--- src/design/rfp_pkg.sv ---
// ----------------------------------------------------------------------------
// rfp_pkg: shared types and constants of the response frame parser
// Frame layout constants, phase and kind codes, the result word and the
// entry that travels from the parsing front to the output back.
// ----------------------------------------------------------------------------
package rfp_pkg;

	// frame layout
	localparam int HASH_BYTES      = 32;
	localparam int SIGNATURE_BYTES = 65;
	localparam int TCNT_W          = $clog2(SIGNATURE_BYTES + 2);

	// decoupling queue between front and back
	localparam int QUEUE_DEPTH = 4;
	localparam int QPTR_W      = $clog2(QUEUE_DEPTH);
	localparam int QCNT_W      = $clog2(QUEUE_DEPTH + 1);

	// parse phases of the front
	typedef enum logic [2:0] {
		PH_HASH    = 3'd0,
		PH_COUNT   = 3'd1,
		PH_HEAD    = 3'd2,
		PH_PAYLOAD = 3'd3,
		PH_TRAIL   = 3'd4,
		PH_TAIL    = 3'd5
	} phase_t;

	// result kinds
	typedef enum logic [2:0] {
		KIND_HASH      = 3'd0,
		KIND_HEADER    = 3'd1,
		KIND_PAYLOAD   = 3'd2,
		KIND_TRAILER   = 3'd3,
		KIND_SIGNATURE = 3'd4,
		KIND_STATUS    = 3'd5
	} kind_t;

	// frame status codes
	typedef enum logic [1:0] {
		FS_COMPLETE  = 2'd0,
		FS_SIGNED    = 2'd1,
		FS_TRUNCATED = 2'd2
	} fstat_t;

	// one result word
	typedef struct packed {
		kind_t       kind;
		logic [7:0]  record_number;
		logic [15:0] byte_offset;
		logic [7:0]  byte_value;
		logic [15:0] protocol_id;
		logic [15:0] payload_length;
		logic [15:0] time_to_live;
		logic [63:0] time_stamp;
		logic [7:0]  records_in_frame;
		fstat_t      frame_status;
		logic        last_of_run;
	} result_t;

	// what one accepted byte leaves for the back: a main word and/or a status
	typedef struct packed {
		logic       has_main;
		result_t    main;
		logic       has_status;
		logic [7:0] st_record;
		logic [7:0] st_count;
		fstat_t     st_status;
	} entry_t;

endpackage

--- src/design/rfp_front.sv ---
// ----------------------------------------------------------------------------
// rfp_front: byte parser
// Takes one byte per cycle while not full, walks the frame layout and
// builds one queue entry for every byte that yields a word or ends the frame.
// ----------------------------------------------------------------------------
module rfp_front (
	input  logic           clk,
	input  logic           arst_n,
	input  logic           push,
	input  logic [7:0]     data_byte,
	input  logic           end_of_frame,
	input  logic           q_full,
	output logic           full,
	output logic           ent_valid,
	output rfp_pkg::entry_t ent
);

	rfp_pkg::phase_t phase_q, phase_d;
	logic [15:0] cnt_q, cnt_d;
	logic [7:0]  nrec_q, nrec_d;
	logic [7:0]  rec_q, rec_d;
	logic [63:0] shift_q, shift_d;
	logic [15:0] proto_q, proto_d;
	logic [15:0] len_q, len_d;
	logic [15:0] ttl_q, ttl_d;
	logic [rfp_pkg::TCNT_W-1:0] tcnt_q, tcnt_d;
	logic        accept;
	logic [63:0] shifted;

	assign full    = q_full;
	assign accept  = push && !q_full;
	assign shifted = {shift_q[55:0], data_byte};

	// next state of the parser
	always_comb begin
		phase_d = phase_q;
		cnt_d   = cnt_q;
		nrec_d  = nrec_q;
		rec_d   = rec_q;
		shift_d = shift_q;
		proto_d = proto_q;
		len_d   = len_q;
		ttl_d   = ttl_q;
		tcnt_d  = tcnt_q;
		unique case (phase_q)
			rfp_pkg::PH_HASH: begin
				if (cnt_q == 16'(rfp_pkg::HASH_BYTES - 1)) begin
					cnt_d   = '0;
					phase_d = rfp_pkg::PH_COUNT;
				end else begin
					cnt_d = cnt_q + 16'd1;
				end
			end
			rfp_pkg::PH_COUNT: begin
				nrec_d  = data_byte;
				rec_d   = '0;
				cnt_d   = '0;
				phase_d = (data_byte != 8'd0) ? rfp_pkg::PH_HEAD : rfp_pkg::PH_TAIL;
			end
			rfp_pkg::PH_HEAD: begin
				if (cnt_q == 16'd3) begin
					proto_d = shifted[31:16];
					len_d   = shifted[15:0];
					shift_d = '0;
					cnt_d   = '0;
					phase_d = (shifted[15:0] != 16'd0) ? rfp_pkg::PH_PAYLOAD
						: rfp_pkg::PH_TRAIL;
				end else begin
					shift_d = shifted;
					cnt_d   = cnt_q + 16'd1;
				end
			end
			rfp_pkg::PH_PAYLOAD: begin
				if (cnt_q == len_q - 16'd1) begin
					cnt_d   = '0;
					phase_d = rfp_pkg::PH_TRAIL;
				end else begin
					cnt_d = cnt_q + 16'd1;
				end
			end
			rfp_pkg::PH_TRAIL: begin
				if (cnt_q == 16'd1) begin
					ttl_d   = shifted[15:0];
					shift_d = '0;
					cnt_d   = cnt_q + 16'd1;
				end else if (cnt_q == 16'd9) begin
					shift_d = '0;
					cnt_d   = '0;
					rec_d   = rec_q + 8'd1;
					phase_d = ((rec_q + 8'd1) >= nrec_q) ? rfp_pkg::PH_TAIL
						: rfp_pkg::PH_HEAD;
				end else begin
					shift_d = shifted;
					cnt_d   = cnt_q + 16'd1;
				end
			end
			rfp_pkg::PH_TAIL: begin
				if (tcnt_q < rfp_pkg::TCNT_W'(rfp_pkg::SIGNATURE_BYTES + 1)) begin
					tcnt_d = tcnt_q + rfp_pkg::TCNT_W'(1);
				end
			end
			default: begin
				phase_d = rfp_pkg::PH_HASH;
			end
		endcase
	end

	// entry for the back
	always_comb begin
		ent = '0;
		unique case (phase_q)
			rfp_pkg::PH_HASH: begin
				ent.has_main         = 1'b1;
				ent.main.kind        = rfp_pkg::KIND_HASH;
				ent.main.byte_offset = cnt_q;
				ent.main.byte_value  = data_byte;
			end
			rfp_pkg::PH_HEAD: begin
				if (cnt_q == 16'd3) begin
					ent.has_main            = 1'b1;
					ent.main.kind           = rfp_pkg::KIND_HEADER;
					ent.main.record_number  = rec_q;
					ent.main.protocol_id    = shifted[31:16];
					ent.main.payload_length = shifted[15:0];
				end
			end
			rfp_pkg::PH_PAYLOAD: begin
				ent.has_main            = 1'b1;
				ent.main.kind           = rfp_pkg::KIND_PAYLOAD;
				ent.main.record_number  = rec_q;
				ent.main.byte_offset    = cnt_q;
				ent.main.byte_value     = data_byte;
				ent.main.protocol_id    = proto_q;
				ent.main.payload_length = len_q;
			end
			rfp_pkg::PH_TRAIL: begin
				if (cnt_q == 16'd9) begin
					ent.has_main            = 1'b1;
					ent.main.kind           = rfp_pkg::KIND_TRAILER;
					ent.main.record_number  = rec_q;
					ent.main.protocol_id    = proto_q;
					ent.main.payload_length = len_q;
					ent.main.time_to_live   = ttl_q;
					ent.main.time_stamp     = shifted;
				end
			end
			rfp_pkg::PH_TAIL: begin
				if (tcnt_q < rfp_pkg::TCNT_W'(rfp_pkg::SIGNATURE_BYTES)) begin
					ent.has_main           = 1'b1;
					ent.main.kind          = rfp_pkg::KIND_SIGNATURE;
					ent.main.record_number = rec_q;
					ent.main.byte_offset   = 16'(tcnt_q);
					ent.main.byte_value    = data_byte;
				end
			end
			default: begin
				ent.has_main = 1'b0;
			end
		endcase
		// frame status on the final byte
		if (end_of_frame) begin
			ent.has_status = 1'b1;
			ent.st_record  = rec_d;
			ent.st_count   = nrec_d;
			if (phase_d != rfp_pkg::PH_TAIL) begin
				ent.st_status = rfp_pkg::FS_TRUNCATED;
			end else if (tcnt_d > rfp_pkg::TCNT_W'(rfp_pkg::SIGNATURE_BYTES)) begin
				ent.st_status = rfp_pkg::FS_SIGNED;
			end else begin
				ent.st_status = rfp_pkg::FS_COMPLETE;
			end
		end
		ent_valid = accept && (ent.has_main || ent.has_status);
	end

	// parser state, cleared at the end of every frame
	always_ff @(posedge clk or negedge arst_n) begin
		if (!arst_n) begin
			phase_q <= rfp_pkg::PH_HASH;
			cnt_q   <= '0;
			nrec_q  <= '0;
			rec_q   <= '0;
			shift_q <= '0;
			proto_q <= '0;
			len_q   <= '0;
			ttl_q   <= '0;
			tcnt_q  <= '0;
		end else if (accept) begin
			if (end_of_frame) begin
				phase_q <= rfp_pkg::PH_HASH;
				cnt_q   <= '0;
				nrec_q  <= '0;
				rec_q   <= '0;
				shift_q <= '0;
				proto_q <= '0;
				len_q   <= '0;
				ttl_q   <= '0;
				tcnt_q  <= '0;
			end else begin
				phase_q <= phase_d;
				cnt_q   <= cnt_d;
				nrec_q  <= nrec_d;
				rec_q   <= rec_d;
				shift_q <= shift_d;
				proto_q <= proto_d;
				len_q   <= len_d;
				ttl_q   <= ttl_d;
				tcnt_q  <= tcnt_d;
			end
		end
	end

endmodule

--- src/design/rfp_queue.sv ---
// ----------------------------------------------------------------------------
// rfp_queue: entry queue between parser and output stage
// Small first-in first-out buffer of parser entries; write and read may
// happen in the same cycle.
// ----------------------------------------------------------------------------
module rfp_queue (
	input  logic            clk,
	input  logic            arst_n,
	input  logic            wr_en,
	input  rfp_pkg::entry_t wr_data,
	output logic            q_full,
	input  logic            rd_en,
	output logic            rd_valid,
	output rfp_pkg::entry_t rd_data
);

	rfp_pkg::entry_t slot_q [rfp_pkg::QUEUE_DEPTH];
	logic [rfp_pkg::QPTR_W-1:0] wptr_q, rptr_q;
	logic [rfp_pkg::QCNT_W-1:0] count_q;
	logic do_wr, do_rd;

	assign q_full   = (count_q == rfp_pkg::QCNT_W'(rfp_pkg::QUEUE_DEPTH));
	assign rd_valid = (count_q != '0);
	assign rd_data  = slot_q[rptr_q];
	assign do_wr    = wr_en && !q_full;
	assign do_rd    = rd_en && rd_valid;

	// storage
	always_ff @(posedge clk) begin
		if (do_wr) begin
			slot_q[wptr_q] <= wr_data;
		end
	end

	// pointers and fill count
	always_ff @(posedge clk or negedge arst_n) begin
		if (!arst_n) begin
			wptr_q  <= '0;
			rptr_q  <= '0;
			count_q <= '0;
		end else begin
			if (do_wr) begin
				wptr_q <= wptr_q + rfp_pkg::QPTR_W'(1);
			end
			if (do_rd) begin
				rptr_q <= rptr_q + rfp_pkg::QPTR_W'(1);
			end
			case ({do_wr, do_rd})
				2'b10:   count_q <= count_q + rfp_pkg::QCNT_W'(1);
				2'b01:   count_q <= count_q - rfp_pkg::QCNT_W'(1);
				default: count_q <= count_q;
			endcase
		end
	end

endmodule

--- src/design/rfp_back.sv ---
// ----------------------------------------------------------------------------
// rfp_back: output stage
// Unpacks queue entries into result words, main word first and status second,
// and holds the oldest word in an output register until it is popped.
// ----------------------------------------------------------------------------
module rfp_back (
	input  logic             clk,
	input  logic             arst_n,
	input  logic             q_valid,
	input  rfp_pkg::entry_t  q_data,
	output logic             q_pop,
	input  logic             pop,
	output logic             empty,
	output rfp_pkg::result_t word
);

	logic             out_valid_q;
	rfp_pkg::result_t out_q;
	logic             status_next_q;
	logic             load;
	logic             take_main;
	rfp_pkg::result_t next_word;

	assign load      = !out_valid_q || pop;
	assign take_main = q_data.has_main && !status_next_q;
	assign q_pop     = load && q_valid && (!take_main || !q_data.has_status);
	assign empty     = !out_valid_q;
	assign word      = out_q;

	// select the next word from the head entry
	always_comb begin
		next_word = '0;
		if (take_main) begin
			next_word             = q_data.main;
			next_word.last_of_run = !q_data.has_status;
		end else begin
			next_word.kind             = rfp_pkg::KIND_STATUS;
			next_word.record_number    = q_data.st_record;
			next_word.records_in_frame = q_data.st_count;
			next_word.frame_status     = q_data.st_status;
			next_word.last_of_run      = 1'b1;
		end
	end

	// output register
	always_ff @(posedge clk or negedge arst_n) begin
		if (!arst_n) begin
			out_valid_q   <= 1'b0;
			status_next_q <= 1'b0;
		end else if (load) begin
			out_valid_q <= q_valid;
			if (q_valid) begin
				status_next_q <= take_main && q_data.has_status;
			end
		end
	end

	always_ff @(posedge clk) begin
		if (load && q_valid) begin
			out_q <= next_word;
		end
	end

endmodule

--- src/design/response_frame_parser.sv ---
// ----------------------------------------------------------------------------
// response_frame_parser: response frame byte parser
// Top level: parser front, entry queue and output stage.
// ----------------------------------------------------------------------------
// Takes one frame byte per cycle and returns hash, record header, payload,
// record trailer, signature and frame status words in frame order. A byte is
// taken every cycle while full is low. full rises when the four-entry queue
// between parser and output stage fills. That happens when words are not
// popped, or when a run of final bytes each yields two words. Each byte yields
// at most one word, except the final byte, which adds the status word. The
// output stage delivers one word per cycle while words are popped. A word
// passes through the entry queue and then the output register before it
// reaches the result ports. Consumers drop all words of a frame whose
// status is truncated.
// ----------------------------------------------------------------------------
module response_frame_parser (
	input  logic               clk,
	input  logic               arst_n,
	input  logic               push,
	output logic               full,
	input  logic [7:0]         data_byte,
	input  logic               end_of_frame,
	output logic               empty,
	input  logic               pop,
	output logic [2:0]         kind,
	output logic [7:0]         record_number,
	output logic [15:0]        byte_offset,
	output logic [7:0]         byte_value,
	output logic [15:0]        protocol_id,
	output logic [15:0]        payload_length,
	output logic [15:0]        time_to_live,
	output logic signed [63:0] time_stamp,
	output logic [7:0]         records_in_frame,
	output logic [1:0]         frame_status,
	output logic               last_of_run
);

	logic             q_full;
	logic             ent_valid;
	rfp_pkg::entry_t  ent;
	logic             q_valid;
	logic             q_pop;
	rfp_pkg::entry_t  q_data;
	rfp_pkg::result_t word;

	rfp_front u_front (
		.clk          (clk),
		.arst_n       (arst_n),
		.push         (push),
		.data_byte    (data_byte),
		.end_of_frame (end_of_frame),
		.q_full       (q_full),
		.full         (full),
		.ent_valid    (ent_valid),
		.ent          (ent)
	);

	rfp_queue u_queue (
		.clk      (clk),
		.arst_n   (arst_n),
		.wr_en    (ent_valid),
		.wr_data  (ent),
		.q_full   (q_full),
		.rd_en    (q_pop),
		.rd_valid (q_valid),
		.rd_data  (q_data)
	);

	rfp_back u_back (
		.clk     (clk),
		.arst_n  (arst_n),
		.q_valid (q_valid),
		.q_data  (q_data),
		.q_pop   (q_pop),
		.pop     (pop),
		.empty   (empty),
		.word    (word)
	);

	// result ports
	assign kind             = word.kind;
	assign record_number    = word.record_number;
	assign byte_offset      = word.byte_offset;
	assign byte_value       = word.byte_value;
	assign protocol_id      = word.protocol_id;
	assign payload_length   = word.payload_length;
	assign time_to_live     = word.time_to_live;
	assign time_stamp       = word.time_stamp;
	assign records_in_frame = word.records_in_frame;
	assign frame_status     = word.frame_status;
	assign last_of_run      = word.last_of_run;

endmodule

--- config.mk ---
export PLATFORM = sky130hd
export DESIGN_NAME = response_frame_parser
export DESIGN_NICKNAME = d
export VERILOG_FILES = /design/src/design/rfp_pkg.sv /design/src/design/rfp_front.sv /design/src/design/rfp_queue.sv /design/src/design/rfp_back.sv /design/src/design/response_frame_parser.sv
export SDC_FILE = /design/constraint.sdc
export NUM_CORES = 1
export LEC_CHECK = 0
export ABC_CLOCK_PERIOD_IN_PS = 13700
export BUFFER_PORTS_ARGS = -buffer_cell sky130_fd_sc_hd__buf_2
export CAP_MARGIN = 20
export CORE_UTILIZATION = 55
export CTS_BUF_LIST = sky130_fd_sc_hd__clkbuf_4 sky130_fd_sc_hd__clkbuf_8
export CTS_CLUSTER_DIAMETER = 30
export DETAILED_ROUTE_END_ITERATION = 16
export PLACE_DENSITY_LB_ADDON = 0.2
export REMOVE_ABC_BUFFERS = 1
export SYNTH_ARGS = -nofsm -noshare
export SYNTH_HDL_FRONTEND = slang
export SYNTH_HIERARCHICAL = 1
export SYNTH_SLANG_ARGS = --single-unit
export TNS_END_PERCENT = 5
--- constraint.sdc ---
create_clock -name clk -period 13.7 [get_ports clk]
set_input_delay 0.685 -clock clk [delete_from_list [all_inputs] [get_ports clk]]
set_output_delay 0.685 -clock clk [all_outputs]
set_load 0.05 [all_outputs]
==> results_tabular.tex <==
\begin{tabular}{lr}
\hline
Metric & Value \\
\hline
\multicolumn{2}{l}{\textbf{STA}} \\
\quad Final period util & 0.3890 \\
\quad Endpoints failing hold & 0 \\
\quad Max Fclk & 0.1877 GHz \\
\quad Final Setup Violations & 0 \\
\quad Relative slew slack & 0.2132 \\
\quad Unrepaired setup endpoints after global routing & no \\
\quad Final hold slack & 0.2337 ns \\
\quad Worst slew pin tran & 1.180 ns \\
\quad Setup Skew & 0.03137 ns \\
\quad Final max-slew violation count & 0 \\
\quad Final worst slack & 8.371 ns \\
\quad Setup\_tns & 0 ns \\
\quad Min Tclk post-route & 5.329 ns \\
\multicolumn{2}{l}{\textbf{Die}} \\
\quad Die Wd & 276.1 um \\
\quad Vertical die dimension & 276.1 um \\
\quad Initial cell density of the core & 0.5559 \\
\quad Placement row count & 100 \\
\quad Num ports & 173 \\
\quad Overall die area & 76210 um\^{}2 \\
\quad Core footprint & 74320 um\^{}2 \\
\multicolumn{2}{l}{\textbf{Finish}} \\
\quad Final design utilization & 0.6330 \\
\quad Layout net count & 2537 \\
\quad Share of post-route cells with drive strength above 1 & 0.3241 \\
\quad Count of fill cells added during filler insertion & 5208 \\
\quad Layout overhead on the synthesized area & 13.88\% \\
\quad Post-route cell area & 47050 um\^{}2 \\
\multicolumn{2}{l}{\textbf{Power and ir drop}} \\
\quad Pwr Density & 233.5 nW/um\^{}2 \\
\quad Leak pwr & 17.26 nW \\
\quad IR Drop Worst-Case VDD & 0.2321 mV \\
\multicolumn{2}{l}{\textbf{Global routing}} \\
\quad Aggregate global-route resource usage & 0.2349 \\
\quad Number of antenna violations at the first check in global routing & 3 \\
\quad Pin count of the biggest net entering global routing & 177 \\
\quad Number of global-route vias before repair & 22.46k \\
\quad Wire length of the first global-routing pass & 134700 um \\
\quad Total grt overflow & 0 \\
\multicolumn{2}{l}{\textbf{Worst setup path}} \\
\quad Worst reg-to-reg setup slack & 8.37 ns \\
\quad Endpoint kind of the worst setup timing path & flip-flop \\
\quad Reg2Reg Launch Point & u\_front/cnt\_q[0] \\
\quad Cell family with most CP delay & simple AND/OR/NAND/NOR gates \\
\quad Critical path cell sequence & ha\_1 -> or4b\_2 -> or3\_1 -> or3\_1 -> nand2\_1 -> or3\_1 -> o21a\_1 -> nor2b\_1 -> and2\_4 -> buf\_12 \\
\quad Most frequent cell on the critical path & or3\_1 \\
\quad Critical path class & flip-flop to flip-flop \\
\quad Slowest-stage cell, CP & and2\_4 \\
\quad Crit-path max cell delay & 0.83 ns \\
\quad Worst r2r dst & u\_queue/slot\_q[0][113] \\
\quad Cells on worst reg2reg path & 10 \\
\quad Critical Path RT & 14.12 ns \\
\quad Buffer and inverter count on the worst path & 1 \\
\quad Largest driver fanout on the critical path & 125 \\
\quad Nature of the critical path startpoint & flip-flop \\
\quad Worst Path Arrival & 5.75 ns \\
\multicolumn{2}{l}{\textbf{Placed design}} \\
\quad Post-placement setup slack & 8.445 ns \\
\quad Dpl hpwl & 47720 um \\
\quad Gp weighted congestion & 0.8486 \\
\quad Post-detailed-placement cell area & 42780 um\^{}2 \\
\quad Count of input and output buffers & 172 \\
\multicolumn{2}{l}{\textbf{Clocking}} \\
\quad Clock transition at the registers of the reported paths & 0.06 ns \\
\quad Clock insertion delay at the later pin of the skew report & 0.81 ns \\
\quad Clock net sink count & 1021 \\
\quad Max Root-Sink Buffers & 3 \\
\quad Total CTS buffers & 183 \\
\quad Number of H-tree branching levels & 4 \\
\quad Root buffer cell & clkbuf\_8 \\
\quad CTS tree & done \\
\multicolumn{2}{l}{\textbf{Route}} \\
\quad Routed len/inst & 24.13 um \\
\quad Number of vias per cell after detailed routing & 5.892 \\
\quad Drt initial violations & 2031 \\
\quad Final wirelength & 87660 um \\
\quad Number of remaining DRC errors & 0 \\
\quad DRT Pass-1 Iters & 5 \\
\quad Vias after detailed routing & 21.41k \\
\quad Remaining antenna violation count & 0 \\
\multicolumn{2}{l}{\textbf{Job}} \\
\quad MaxCap Viol Count & 0 \\
\multicolumn{2}{l}{\textbf{Logic synthesis}} \\
\quad Number of cells produced by synthesis & 2265 \\
\quad Synthesis warning total & 6 \\
\quad Post-synthesis average cell area & 18.24 um\^{}2 \\
\quad Cell Area, Synth & 41310 um\^{}2 \\
\multicolumn{2}{l}{\textbf{Hold path}} \\
\quad Hold path start & pop \\
\quad Min-delay worst type & primary input to flip-flop \\
\quad Hold-critical path depth & 3 \\
\quad Endpoint, Worst Hold & u\_back/out\_valid\_q \\
\multicolumn{2}{l}{\textbf{Run status}} \\
\quad Outcome & finished, final reports clean \\
\hline
\end{tabular}
-- worst max path at each step --
stage                                  start                endpoint  slack [ns]  cells past startpoint
after floorplan            u_queue/rptr_q[0]      u_queue/count_q[2]        1.69                     10
after global placement      u_front/cnt_q[0]  u_queue/slot_q[2][155]        8.61                     10
after detailed placement    u_front/cnt_q[0]  u_queue/slot_q[0][160]        8.44                     10
after CTS                   u_front/cnt_q[0]  u_queue/slot_q[2][159]        8.44                     10
after global routing      u_front/phase_q[0]  u_queue/slot_q[1][101]        8.07                     11
final                       u_front/cnt_q[0]  u_queue/slot_q[0][113]        8.37                     10
-- sequential cells by signal, summed over array words and instances, names as in the netlist --
register              count
u_queue/count_q           3
u_front/ttl_q            16
u_back/status_next_q      1
u_front/len_q            16
u_front/tcnt_q            7
u_front/nrec_q            8
u_queue/wptr_q            2
u_front/proto_q          16
u_queue/rptr_q            2
u_front/shift_q          56
u_front/phase_q           3
u_front/rec_q             8
u_queue/slot_q          708
u_front/cnt_q            16
u_back/word             158
u_back/out_valid_q        1
-- routing by layer --
| layer | part of all wire | global-route usage |
|---|---|---|
| met4 | 0.020 | 0.07477 |
| met3 | 0.068 | 0.05510 |
| met1 | 0.42 | 0.3212 |
| met5 | 0 | 0 |
| met2 | 0.49 | 0.3772 |
-- per-stage QoR --
| step | total power, W | cells |
|---|---|---|
| global placement | 0.007880 | 3282 |
| detailed placement | 0.007937 | 3285 |
| CTS | 0.01111 | 3630 |
| global route | 0.01144 | 3633 |
| floorplan | 0.007368 | 2119 |
| finish | 0.01098 | 3633 |
-- placed cells by master, fill, tap and decap left out, types with 9 or more instances in the layout --
cell / instances
ha_1: 19
buf_4: 19
and2_4: 104
or3_1: 12
buf_2: 171
nand2_1: 72
xor2_1: 13
inv_1: 34
o21ai_0: 34
nor3_1: 15
edfxtp_1: 866
clkbuf_8: 206
o21ai_1: 11
bufinv_16: 19
clkbuf_4: 44
clkinv_1: 17
a21boi_0: 20
dfrtp_1: 153
clkinv_2: 30
a21oi_1: 29
and2_1: 145
nor2_1: 37
a22o_1: 147
a21o_1: 9
nand2b_1: 12
xnor2_1: 17
clkinvlp_4: 11
mux4_2: 177
conb_1: 10
nor2b_1: 10
mux2_4: 18
nand3_1: 36
-- where the power goes --
| part | internal [W] | leakage (nW) | total [W] | switching (W) |
|---|---|---|---|---|
| Clock | 0.00188 | 2.18 | 0.00314 | 0.00127 |
| Sequential | 0.00429 | 10.3 | 0.00455 | 0.000255 |
| Combinational | 0.00120 | 4.76 | 0.00329 | 0.00209 |
-- area by class of cell --
type                       count  area, um^2  share of cell area
tap                          969        1212             0.02577
antenna                        1       2.502          0.00005319
timing repair buffer         200        1192             0.02534
multi-input combinational   1063       10410              0.2212
sequential                  1021       29890              0.6353
inverter                      35       138.9            0.002952
clock buffer                 249        3152             0.06699
clock inverter                95        1050             0.02231
-- timing repair --
| item | 4_1_cts | 5_1_grt |
|---|---|---|
| hold buffers | 1 | 0 |
| setup buffers | 0 | 0 |
| gates resized for setup | 0 | 0 |
| setup endpoints to repair | 0 | 0 |
| hold endpoints to repair | 82 | 0 |
-- worst register-to-register path, cell delays in order, from the launching register on --
cell     delay (ns)
dfrtp_1        0.49
ha_1           0.25
or4b_2         0.68
or3_1          0.43
or3_1          0.40
nand2_1        0.16
or3_1          0.26
o21a_1         0.14
nor2b_1        0.45
and2_4         0.83
buf_12         0.64
No activity file was read; power rests on OpenSTA's default activity.
